File: src/udw_pkg.sv
// Shared types, status codes and code point classification functions for the UTF-8 width decoder.
package udw_pkg;

   localparam int TOTAL_WIDTH_BITS_DEF = 16;
   localparam int CP_BITS              = 21;
   localparam int TOTAL_OUT_BITS       = 16;
   localparam logic [1:0] QUEUE_DEPTH  = 2'd2;

   typedef enum logic [2:0] {
      ST_OK         = 3'd0,
      ST_CONTROL    = 3'd1,
      ST_INCOMPLETE = 3'd2,
      ST_OVERLONG   = 3'd3,
      ST_SURROGATE  = 3'd4,
      ST_RANGE      = 3'd5,
      ST_BADLEAD    = 3'd6
   } status_type;

   typedef enum logic [2:0] {
      K_ASCII,
      K_LEAD2,
      K_LEAD3,
      K_LEAD4,
      K_CONT,
      K_BAD
   } byte_kind_type;

   typedef enum logic [1:0] {
      SEQ_ASCII = 2'd0,
      SEQ_2BYTE = 2'd1,
      SEQ_3BYTE = 2'd2,
      SEQ_4BYTE = 2'd3
   } seq_class_type;

   localparam logic [1:0] COL_ZERO    = 2'd0;
   localparam logic [1:0] COL_ONE     = 2'd1;
   localparam logic [1:0] COL_TWO     = 2'd2;
   localparam logic [1:0] COL_CONTROL = 2'd3;

   typedef struct packed {
      logic [7:0] data_byte;
      logic       last;
   } udw_req_type;

   typedef struct packed {
      logic                  has_codepoint;
      logic [CP_BITS-1:0]    codepoint;
      logic [1:0]            char_width;
      status_type            status;
      logic [TOTAL_OUT_BITS-1:0] total_width;
      logic                  done_res;
   } udw_rsp_type;

   typedef struct packed {
      byte_kind_type kind;
      logic [6:0]    bits;
      logic          last;
   } udw_item_type;

   function automatic logic in_span(logic [CP_BITS-1:0] c, logic [CP_BITS-1:0] lo,
                                    logic [CP_BITS-1:0] hi);
      return (c >= lo) && (c <= hi);
   endfunction

   function automatic logic [1:0] char_columns(logic [CP_BITS-1:0] c);
      logic [1:0] cols;
      cols = COL_ONE;
      if ((c < 21'h20) || in_span(c, 21'h7F, 21'h9F)) begin
         cols = COL_CONTROL;
      end else if (in_span(c, 21'h300, 21'h36F) || in_span(c, 21'h1AB0, 21'h1AFF) ||
                   in_span(c, 21'h1DC0, 21'h1DFF) || in_span(c, 21'h20D0, 21'h20FF) ||
                   in_span(c, 21'hFE20, 21'hFE2F)) begin
         cols = COL_ZERO;
      end else if (in_span(c, 21'h1100, 21'h115F) || in_span(c, 21'h2329, 21'h232A) ||
                   in_span(c, 21'h2E80, 21'hA4CF) || in_span(c, 21'hAC00, 21'hD7A3) ||
                   in_span(c, 21'hF900, 21'hFAFF) || in_span(c, 21'hFE10, 21'hFE19) ||
                   in_span(c, 21'hFE30, 21'hFE6F) || in_span(c, 21'hFF00, 21'hFF60) ||
                   in_span(c, 21'hFFE0, 21'hFFE6) || in_span(c, 21'h20000, 21'h2FFFD) ||
                   in_span(c, 21'h30000, 21'h3FFFD)) begin
         cols = COL_TWO;
      end
      return cols;
   endfunction

   function automatic status_type check_seq(seq_class_type cls, logic [CP_BITS-1:0] c);
      status_type st;
      st = ST_OK;
      case (cls)
         SEQ_2BYTE: begin
            if (c < 21'h80) st = ST_OVERLONG;
         end
         SEQ_3BYTE: begin
            if (c < 21'h800) st = ST_OVERLONG;
            else if (in_span(c, 21'hD800, 21'hDFFF)) st = ST_SURROGATE;
         end
         SEQ_4BYTE: begin
            if (c < 21'h10000) st = ST_OVERLONG;
            else if (c > 21'h10FFFF) st = ST_RANGE;
         end
         default: st = ST_OK;
      endcase
      return st;
   endfunction

endpackage

File: src/udw_front.sv
// Front end: byte classification and the short queue that feeds the decoder.
module udw_front
   import udw_pkg::*;
(
   input  logic         clock,
   input  logic         reset,
   input  logic         push,
   output logic         full,
   input  udw_req_type  req_data,
   output logic         fq_valid,
   output udw_item_type fq_item,
   input  logic         fq_take
);

   udw_item_type slot_ff [QUEUE_DEPTH];
   logic         wr_ptr_ff;
   logic         wr_ptr_in;
   logic         rd_ptr_ff;
   logic         rd_ptr_in;
   logic [1:0]   count_ff;
   logic [1:0]   count_in;
   udw_item_type item_in;
   logic         do_write;
   logic         do_read;

   always_comb begin
      item_in.last = req_data.last;
      item_in.bits = req_data.data_byte[6:0];
      if (!req_data.data_byte[7]) begin
         item_in.kind = K_ASCII;
      end else if (req_data.data_byte[7:6] == 2'b10) begin
         item_in.kind = K_CONT;
      end else if (req_data.data_byte[7:5] == 3'b110) begin
         item_in.kind = K_LEAD2;
      end else if (req_data.data_byte[7:4] == 4'b1110) begin
         item_in.kind = K_LEAD3;
      end else if (req_data.data_byte[7:3] == 5'b11110) begin
         item_in.kind = K_LEAD4;
      end else begin
         item_in.kind = K_BAD;
      end
   end

   assign full     = (count_ff == QUEUE_DEPTH);
   assign fq_valid = (count_ff != 2'd0);
   assign fq_item  = slot_ff[rd_ptr_ff];
   assign do_write = push && !full;
   assign do_read  = fq_take && fq_valid;

   always_comb begin
      wr_ptr_in = do_write ? ~wr_ptr_ff : wr_ptr_ff;
      rd_ptr_in = do_read ? ~rd_ptr_ff : rd_ptr_ff;
      count_in  = count_ff;
      if (do_write && !do_read) begin
         count_in = count_ff + 2'd1;
      end else if (do_read && !do_write) begin
         count_in = count_ff - 2'd1;
      end
   end

   always_ff @(posedge clock) begin
      if (reset) begin
         wr_ptr_ff <= 1'b0;
         rd_ptr_ff <= 1'b0;
         count_ff  <= 2'd0;
      end else begin
         wr_ptr_ff <= wr_ptr_in;
         rd_ptr_ff <= rd_ptr_in;
         count_ff  <= count_in;
      end
   end

   always_ff @(posedge clock) begin
      if (do_write) begin
         slot_ff[wr_ptr_ff] <= item_in;
      end
   end

endmodule

File: src/udw_back.sv
// Back end: sequence decoding, validation, width accounting and the result queue.
module udw_back
   import udw_pkg::*;
#(
   parameter int TOTAL_WIDTH_BITS = TOTAL_WIDTH_BITS_DEF
)
(
   input  logic         clock,
   input  logic         reset,
   input  logic         fq_valid,
   input  udw_item_type fq_item,
   output logic         fq_take,
   output logic         empty,
   input  logic         pop,
   output udw_rsp_type  rsp_data
);

   localparam int EW = (TOTAL_WIDTH_BITS > TOTAL_OUT_BITS) ? TOTAL_WIDTH_BITS : TOTAL_OUT_BITS;

   logic [1:0]                  bytes_left_ff;
   logic [1:0]                  bytes_left_in;
   seq_class_type               seq_class_ff;
   seq_class_type               seq_class_in;
   logic [CP_BITS-1:0]          cp_accum_ff;
   logic [CP_BITS-1:0]          cp_accum_in;
   logic [TOTAL_WIDTH_BITS-1:0] width_sum_ff;
   logic [TOTAL_WIDTH_BITS-1:0] width_sum_in;
   status_type                  sticky_ff;
   status_type                  sticky_in;

   logic                        emit;
   logic                        done_cp;
   logic                        has;
   logic [CP_BITS-1:0]          cp_out;
   logic [1:0]                  w_out;
   logic [1:0]                  cols;
   status_type                  chk;
   logic [TOTAL_WIDTH_BITS:0]   sum_wide;
   logic [EW-1:0]               sum_ext;
   udw_rsp_type                 rsp_in;
   logic                        step;

   udw_rsp_type                 oq_ff [QUEUE_DEPTH];
   logic                        oq_wr_ff;
   logic                        oq_rd_ff;
   logic [1:0]                  oq_count_ff;
   logic [1:0]                  oq_count_in;
   logic                        oq_write;
   logic                        oq_read;

   assign step    = fq_valid && (oq_count_ff != QUEUE_DEPTH);
   assign fq_take = step;

   always_comb begin
      bytes_left_in = bytes_left_ff;
      seq_class_in  = seq_class_ff;
      cp_accum_in   = cp_accum_ff;
      width_sum_in  = width_sum_ff;
      sticky_in     = sticky_ff;
      emit          = 1'b0;
      done_cp       = 1'b0;
      has           = 1'b0;
      cp_out        = '0;
      w_out         = COL_ZERO;
      cols          = COL_ZERO;
      chk           = ST_OK;
      sum_wide      = '0;
      if (sticky_ff == ST_OK) begin
         if (bytes_left_ff == 2'd0) begin
            case (fq_item.kind)
               K_ASCII: begin
                  cp_accum_in  = CP_BITS'(fq_item.bits);
                  seq_class_in = SEQ_ASCII;
                  done_cp      = 1'b1;
               end
               K_LEAD2: begin
                  cp_accum_in   = CP_BITS'(fq_item.bits[4:0]);
                  bytes_left_in = 2'd1;
                  seq_class_in  = SEQ_2BYTE;
               end
               K_LEAD3: begin
                  cp_accum_in   = CP_BITS'(fq_item.bits[3:0]);
                  bytes_left_in = 2'd2;
                  seq_class_in  = SEQ_3BYTE;
               end
               K_LEAD4: begin
                  cp_accum_in   = CP_BITS'(fq_item.bits[2:0]);
                  bytes_left_in = 2'd3;
                  seq_class_in  = SEQ_4BYTE;
               end
               default: begin
                  sticky_in     = ST_BADLEAD;
                  bytes_left_in = 2'd0;
                  seq_class_in  = SEQ_ASCII;
                  cp_accum_in   = '0;
                  emit          = 1'b1;
               end
            endcase
         end else if (fq_item.kind == K_CONT) begin
            cp_accum_in   = {cp_accum_ff[CP_BITS-7:0], fq_item.bits[5:0]};
            bytes_left_in = bytes_left_ff - 2'd1;
            done_cp       = (bytes_left_ff == 2'd1);
         end else begin
            sticky_in     = ST_INCOMPLETE;
            bytes_left_in = 2'd0;
            seq_class_in  = SEQ_ASCII;
            cp_accum_in   = '0;
            emit          = 1'b1;
         end

         if (done_cp) begin
            chk  = check_seq(seq_class_in, cp_accum_in);
            emit = 1'b1;
            if (chk != ST_OK) begin
               sticky_in = chk;
            end else begin
               cols   = char_columns(cp_accum_in);
               has    = 1'b1;
               cp_out = cp_accum_in;
               if (cols == COL_CONTROL) begin
                  sticky_in = ST_CONTROL;
               end else begin
                  w_out    = cols;
                  sum_wide = {1'b0, width_sum_ff} + (TOTAL_WIDTH_BITS + 1)'(cols);
                  width_sum_in = sum_wide[TOTAL_WIDTH_BITS] ? {TOTAL_WIDTH_BITS{1'b1}}
                                                            : sum_wide[TOTAL_WIDTH_BITS-1:0];
               end
            end
            bytes_left_in = 2'd0;
            seq_class_in  = SEQ_ASCII;
            cp_accum_in   = '0;
         end

         if (fq_item.last && (bytes_left_in != 2'd0) && (sticky_in == ST_OK)) begin
            sticky_in     = ST_INCOMPLETE;
            bytes_left_in = 2'd0;
            seq_class_in  = SEQ_ASCII;
            cp_accum_in   = '0;
         end
      end
      if (fq_item.last) begin
         emit = 1'b1;
      end
   end

   always_comb begin
      sum_ext              = EW'(width_sum_in);
      rsp_in.has_codepoint = has;
      rsp_in.codepoint     = cp_out;
      rsp_in.char_width    = w_out;
      rsp_in.status        = sticky_in;
      rsp_in.total_width   = (sum_ext > EW'({TOTAL_OUT_BITS{1'b1}})) ? {TOTAL_OUT_BITS{1'b1}}
                                                                      : sum_ext[TOTAL_OUT_BITS-1:0];
      rsp_in.done_res      = fq_item.last;
   end

   always_ff @(posedge clock) begin
      if (reset) begin
         bytes_left_ff <= 2'd0;
         seq_class_ff  <= SEQ_ASCII;
         cp_accum_ff   <= '0;
         width_sum_ff  <= '0;
         sticky_ff     <= ST_OK;
      end else if (step) begin
         if (fq_item.last) begin
            bytes_left_ff <= 2'd0;
            seq_class_ff  <= SEQ_ASCII;
            cp_accum_ff   <= '0;
            width_sum_ff  <= '0;
            sticky_ff     <= ST_OK;
         end else begin
            bytes_left_ff <= bytes_left_in;
            seq_class_ff  <= seq_class_in;
            cp_accum_ff   <= cp_accum_in;
            width_sum_ff  <= width_sum_in;
            sticky_ff     <= sticky_in;
         end
      end
   end

   assign empty    = (oq_count_ff == 2'd0);
   assign rsp_data = oq_ff[oq_rd_ff];
   assign oq_write = step && emit;
   assign oq_read  = pop && !empty;

   always_comb begin
      oq_count_in = oq_count_ff;
      if (oq_write && !oq_read) begin
         oq_count_in = oq_count_ff + 2'd1;
      end else if (oq_read && !oq_write) begin
         oq_count_in = oq_count_ff - 2'd1;
      end
   end

   always_ff @(posedge clock) begin
      if (reset) begin
         oq_wr_ff    <= 1'b0;
         oq_rd_ff    <= 1'b0;
         oq_count_ff <= 2'd0;
      end else begin
         oq_wr_ff    <= oq_write ? ~oq_wr_ff : oq_wr_ff;
         oq_rd_ff    <= oq_read ? ~oq_rd_ff : oq_rd_ff;
         oq_count_ff <= oq_count_in;
      end
   end

   always_ff @(posedge clock) begin
      if (oq_write) begin
         oq_ff[oq_wr_ff] <= rsp_in;
      end
   end

endmodule

File: src/utf8_decode_display_width.sv
// Top level of the UTF-8 decoder with display width accounting.
//
//   Channel   Ports                      Transfer when
//   request   push, full, req_data       push high and full low
//   response  pop, empty, rsp_data       pop high and empty low
//
// One byte is decoded per cycle when both sides keep moving; the decoder state in the
// back end is updated once per byte and sets that figure.
// A byte waits in the byte queue before any result for it enters the result queue; each queue holds two entries.
// Reset is synchronous and clears both queues and all decoder state; no clearing pass is needed.
// A stalled consumer fills the result queue, then the byte queue, and only then raises full.
module utf8_decode_display_width
   import udw_pkg::*;
#(
   parameter int TOTAL_WIDTH_BITS = TOTAL_WIDTH_BITS_DEF
)
(
   input  logic        clock,
   input  logic        reset,
   input  logic        push,
   output logic        full,
   input  udw_req_type req_data,
   output logic        empty,
   input  logic        pop,
   output udw_rsp_type rsp_data
);

   logic         fq_valid;
   logic         fq_take;
   udw_item_type fq_item;

   udw_front u_front (
      .clock    (clock),
      .reset    (reset),
      .push     (push),
      .full     (full),
      .req_data (req_data),
      .fq_valid (fq_valid),
      .fq_item  (fq_item),
      .fq_take  (fq_take)
   );

   udw_back #(
      .TOTAL_WIDTH_BITS (TOTAL_WIDTH_BITS)
   ) u_back (
      .clock    (clock),
      .reset    (reset),
      .fq_valid (fq_valid),
      .fq_item  (fq_item),
      .fq_take  (fq_take),
      .empty    (empty),
      .pop      (pop),
      .rsp_data (rsp_data)
   );

endmodule
File: config.mk
export PLATFORM = sky130hd
export DESIGN_NAME = utf8_decode_display_width
export DESIGN_NICKNAME = d
export VERILOG_FILES = /design/src/udw_pkg.sv /design/src/udw_front.sv /design/src/udw_back.sv /design/src/utf8_decode_display_width.sv
export SDC_FILE = /design/constraint.sdc
export NUM_CORES = 1
export LEC_CHECK = 0
export BUFFER_PORTS_ARGS = -buffer_cell sky130_fd_sc_hd__buf_2
export CAP_MARGIN = 20
export CORE_MARGIN = 2
export CORE_UTILIZATION = 60
export CTS_BUF_LIST = sky130_fd_sc_hd__clkbuf_4
export DETAILED_ROUTE_END_ITERATION = 8
export PLACE_DENSITY_LB_ADDON = 0.15
export SLEW_MARGIN = 20
export SYNTH_ARGS = -nofsm -noshare
export SYNTH_HDL_FRONTEND = slang
export SYNTH_HIERARCHICAL = 1
export SYNTH_SLANG_ARGS = --single-unit
export TNS_END_PERCENT = 5
File: constraint.sdc
create_clock -name clock -period 11.9 [get_ports clock]
set_clock_uncertainty 0.2 [all_clocks]
set_input_delay 1.785 -clock clock [delete_from_list [all_inputs] [get_ports clock]]
set_output_delay 1.785 -clock clock [all_outputs]
set_load 0.1 [all_outputs]
Word level (Yosys, flattened, before mapping)
Memories as Yosys holds them, arrays and structs flattened. A register that Yosys moved wholly into a read port is not among the register bits.
Index checks and enable logic that the tools add are counted.

cells by class
  reduce and logical (&&, ||, !) cells = 63
  muxes and demuxes = 92
  $lt $le $gt $ge = 42
  equality and inequality tests = 15
  add/subtract/negate cells = 6
  bitwise gates (word level) = 4

operators by type and width
  kind                  number
  $le 21x16->1 const B  9
  $ge 21x16->1 const B  8
  $mux 21               6
  $mux 16               7
  $ge 21x13->1 const B  3
  $ge 21x14->1 const B  3
  $le 21x13->1 const B  3
  $mux 3                21
  $mux 15               4
  $mux 2                29
  $ge 21x18->1 const B  2
  $le 21x14->1 const B  2
  $le 21x18->1 const B  2
  $logic_and 1x1->1     29
  $pmux 7 s4            1
  $ge 21x10->1 const B  1
  $ge 21x7->1 const B   1
  $gt 21x21->1 const B  1
  $le 21x10->1 const B  1
  $le 21x8->1 const B   1
  $lt 21x12->1 const B  1
  $lt 21x17->1 const B  1
  $lt 21x6->1 const B   1
  $lt 21x8->1 const B   1
  25 further kinds      84

storage, ports and cells
  word-level logic and storage cells = 235
  bits in writable memories = 110
  memories kept = 2
  output and inout port bits = 46
  input bits = 13
  flip-flop bits (word level) = 46

memories
  name             depth  width  rd ports  clocked after Yosys merged registers in  wr ports  line             source
  u_back.oq_ff     2      44     1         1                                        1         udw_back.sv:43   udw_rsp_type oq_ff [QUEUE_DEPTH];
  u_front.slot_ff  2      11     1         1                                        1         udw_front.sv:15  udw_item_type slot_ff [QUEUE_DEPTH];

Longest topological paths before layout
  word-level depth = 32
  depth in mapped cells = 22
  gate-level depth less buffers = 19

Cells and area by module
The synthesis kept the hierarchy.

by module, submodules not included
  module     cells each  seq. area each (um^2)  instances  area an instance (um^2)
  udw_back   702         3503.4                 1          6976.7
  udw_front  66          760.7                  1          1044.8

Worst setup path before layout
No wires, ideal clock.

  path kind = reg2reg
  from = reg (tool-made name)
  to = mem u_back/oq_ff[0][0] in the netlist's numbering, enable pin
  arrival time = 4746 ps
  stages on the path, launching flop included = 9
  setup time = 500 ps
  path buffers = 3
  slack = 6454 ps
  required time = 11200 ps
  clock period less this slack = 5446 ps
  path through = dfxtp_1 -> buf_2 -> mux2_2 -> clkbuf_1 -> nor2b_1 -> buf_2 -> o21a_1 -> nor3_1 -> nor3_1

RTL lines
  what              line
  end: declaration  udw_back.sv:43

==> summary.txt <==
Run status
  – Status: finished clean

Layout
  – # nets final: 824
  – Multi-input gate area in the final layout: 3520 um2
  – Register area: 4270 um2
  – N_diodes: 0
  – # fillers: 990
  – Finished Layout Cells: 993
  – Share of cells above drive strength 1: 20.4%
  – Final instance area: 8750 um2
  – Area growth, synth to finish: 9.13%

Timing
  – Pins Over Slew Limit: 0
  – RSZ-0062 raised after global routing: no
  – Hold Fails Final Rpt: 0
  – Crit path time final: 6.70 ns
  – Least-Margin Pin Slew: 1.11 ns
  – Setup_tns: 0 ns
  – Relative slew slack: 25.5%
  – Period utilization: 56.3%
  – Achievable Freq: 0.149 GHz
  – Setup-failing EPs final: 0

GRT
  – Vias in the first global route: 6143
  – Global-route wire length before repair: 31.6 mm
  – Total GRT Usage: 28.6%
  – Initial antenna violation count: 0
  – Pin count of the biggest net entering global routing: 45
  – Global route overflow: 0

Clocking
  – Hold-fix buffers, CTS: 0
  – Num Clock Sinks: 158
  – CTS tree: done
  – Root buffer cell: clkbuf_4
  – CTS buffer count: 17
  – Clock Tree Buf Depth: 2
  – Setup Buffers After CTS: 0
  – Clk Latency, worst-skew pair: 0.58 ns
  – Clock slew at reported path FFs: 0.13 ns
  – H-Tree Depth: 4
  – CTS resizes: 0

Floorplanning
  – DIE AREA: 14300 um2
  – I/O pins: 59
  – Core box area: 13100 um2
  – Die H: 120 um
  – Die width: 120 um
  – Rows: 42
  – Starting density of the core: 61.1%

Place
  – Placed insts: 961
  – Hpwl dp: 14.1 mm
  – Placed Area: 8400 um2
  – RePlAce Congestion: 1.07
  – PortBufs: 58

Job
  – Max_cap viols: 0

Setup path
  – Reg2reg setup slack: 5.20 ns
  – Crit path DAT: 6.89 ns
  – CP Data Required Time: 12.09 ns
  – Worst Path Max Fanout: 25
  – Crit end category: flip-flop
  – Worst Setup Start Kind: flip-flop
  – Reg-to-reg endpoint: u_back/oq_ff[1][12]
  – CP Class: reg -> reg
  – R2R depth: 16

Synth
  – Share of the synthesized area in the top cell type: 41.2%
  – Sequential share of the synthesized area: 53.2%
  – Distinct cells, synth: 68
  – Post-synth net total: 788
  – Largest cells by area after synthesis: edfxtp_1, dfxtp_1, mux2_2
  – Synthesized area per cell: 10.4 um2
  – Yosys warns: 6
  – Cells after synthesis: 768
  – Ys async rst share: 0%
  – Yosys top cell by area: edfxtp_1
  – Post-Syn Area: 8020 um2
  – Number of enable flip-flop cells after synthesis: 110
  – Seq cells post-synth: 158
  – Most used DFF post-synth: edfxtp_1

Route
  – Vias per cell: 6.56
  – Drt total wl: 20.0 mm
  – DRC errors left: 0
  – Drt wl/cell: 20.1 um
  – Routed via count: 6511
  – DRT Pass-1 Iters: 5
  – Starting DRT DRC Count: 779
  – Antenna viol nets, final: 0

Hold path
  – Hold depth: 2
  – Beginning of the worst hold path: u_back/width_sum_ff[0]
  – Hold WC Path Type: reg -> reg
  – Worst Hold End: u_back/width_sum_ff[0]

Power and ir drop
  – Worst VDD drop: 0.201 mV
  – Pwr Density: 269 nW/um2
  – Leak pwr: 3.06 nW
  – Pwr Total: 2.36 mW
==> cells by family after synthesis <==
family	count (synthesis)	share of synthesized area, %
simple gates	287	18.5
compound gates	191	15.6
flops	158	53.2
buf+inv	63	3.06
mux	55	7.72
xor+xnor	7	0.764
fa+ha+maj	7	1.19
==> state kept, by name, indices dropped and copies added (netlist names), named ones only <==
name / count
u_front/count_ff: 2
u_back/oq_wr_ff: 1
u_back/oq_count_ff: 2
u_front/wr_ptr_ff: 1
u_back/seq_class_ff: 2
u_back/oq_ff: 88
u_back/width_sum_ff: 16
u_back/sticky_ff: 3
u_back/bytes_left_ff: 2
u_front/slot_ff: 22
u_back/cp_accum_ff: 15
u_front/rd_ptr_ff: 1
u_back/oq_rd_ff: 1
==> stage by stage <==
stage | hold slack, ns | util [%] | setup slack (ns)
2_1_floorplan | 0.249 | - | 6.45
6_report | 0.294 | 66.6 | 5.20
4_1_cts | 0.296 | 66.6 | 5.21
3_3_place_gp | 0.267 | 63.9 | 5.49
3_5_place_dp | 0.277 | 63.9 | 5.29
5_1_grt | 0.330 | 66.6 | 4.68
==> cell usage in the layout, fill, tap and decap left out, types with 8 or more instances in the layout <==
master,instances
nor3_1,22
o22ai_1,8
nand3_1,22
a31oi_1,18
mux2_2,55
nor4_1,16
nor2_1,92
inv_1,16
and3_1,9
dfxtp_1,47
a21oi_1,55
and2_1,14
nand4_1,14
buf_2,58
or3_1,9
clkbuf_4,19
nand2_1,42
a32oi_1,9
o21ai_0,30
a21o_1,9
a22oi_1,13
edfxtp_1,110
==> report_power, final <==
part           switching [mW]  internal [mW]
Combinational           0.929          0.246
Clock                   0.192          0.194
Sequential             0.0661          0.730
==> critical path: stages, from the launching register on <==
cell and delay, ns:
dfxtp_1 0.61, mux2_2 0.50, or4b_1 0.97, nor3_4 0.34, nand3_1 0.14, or3_1 0.40, o21bai_1 0.17, a41o_1 0.28
or4_4 0.55, nor2_1 0.17, ha_1 0.20, fa_1 0.24, and3_1 0.25, nand2_1 0.18, nor4_1 0.67, nor2_1 0.31
a31oi_1 0.32
==> cells in the mapped netlist, drive strengths merged, types with 7 or more instances <==
master	number
nor4	16
nand4	14
dfxtp	48
or3	9
and2	15
clkbuf	38
a22oi	13
buf	9
nor2b	8
and3	9
edfxtp	110
nor2	92
nand3	22
a21o	9
a21oi	55
o21ai	32
a32oi	9
nand2b	7
a31oi	18
mux2	55
nand2	42
inv	16
nor3	26
o22ai	8
==> layout make-up <==
cell class / count / area share [%]
flip-flops and latches: 158 / 48.7
multi-input cells: 547 / 40.2
repair buffers: 64 / 3.83
well taps: 176 / 2.52
clock inverters: 13 / 2.42
clock buffers: 19 / 1.63
inverters: 16 / 0.686
==> worst max-delay path by stage <==
stage | start | endpoint | slack, ns
2_1_floorplan | flip-flop | u_back/oq_ff[0][0] | 6.45
3_3_place_gp | flip-flop | u_back/oq_ff[0][5] | 5.49
3_5_place_dp | flip-flop | u_back/oq_ff[0][12] | 5.29
4_1_cts | flip-flop | u_back/oq_ff[1][12] | 5.21
5_1_grt | flip-flop | u_back/oq_ff[1][12] | 4.68
6_report | flip-flop | u_back/oq_ff[1][12] | 5.20
==> routing by layer <==
metal  up-vias  global-route usage (%)  part of all wire (%)
met5         -                       0                     0
met1      3062                    38.9                    42
met2       366                    44.8                    46
met3        84                    6.27                   8.1
li1       2999                       -                     -
met4         0                    11.8                   4.0
Note: power is estimated with default switching activity, not from simulation.
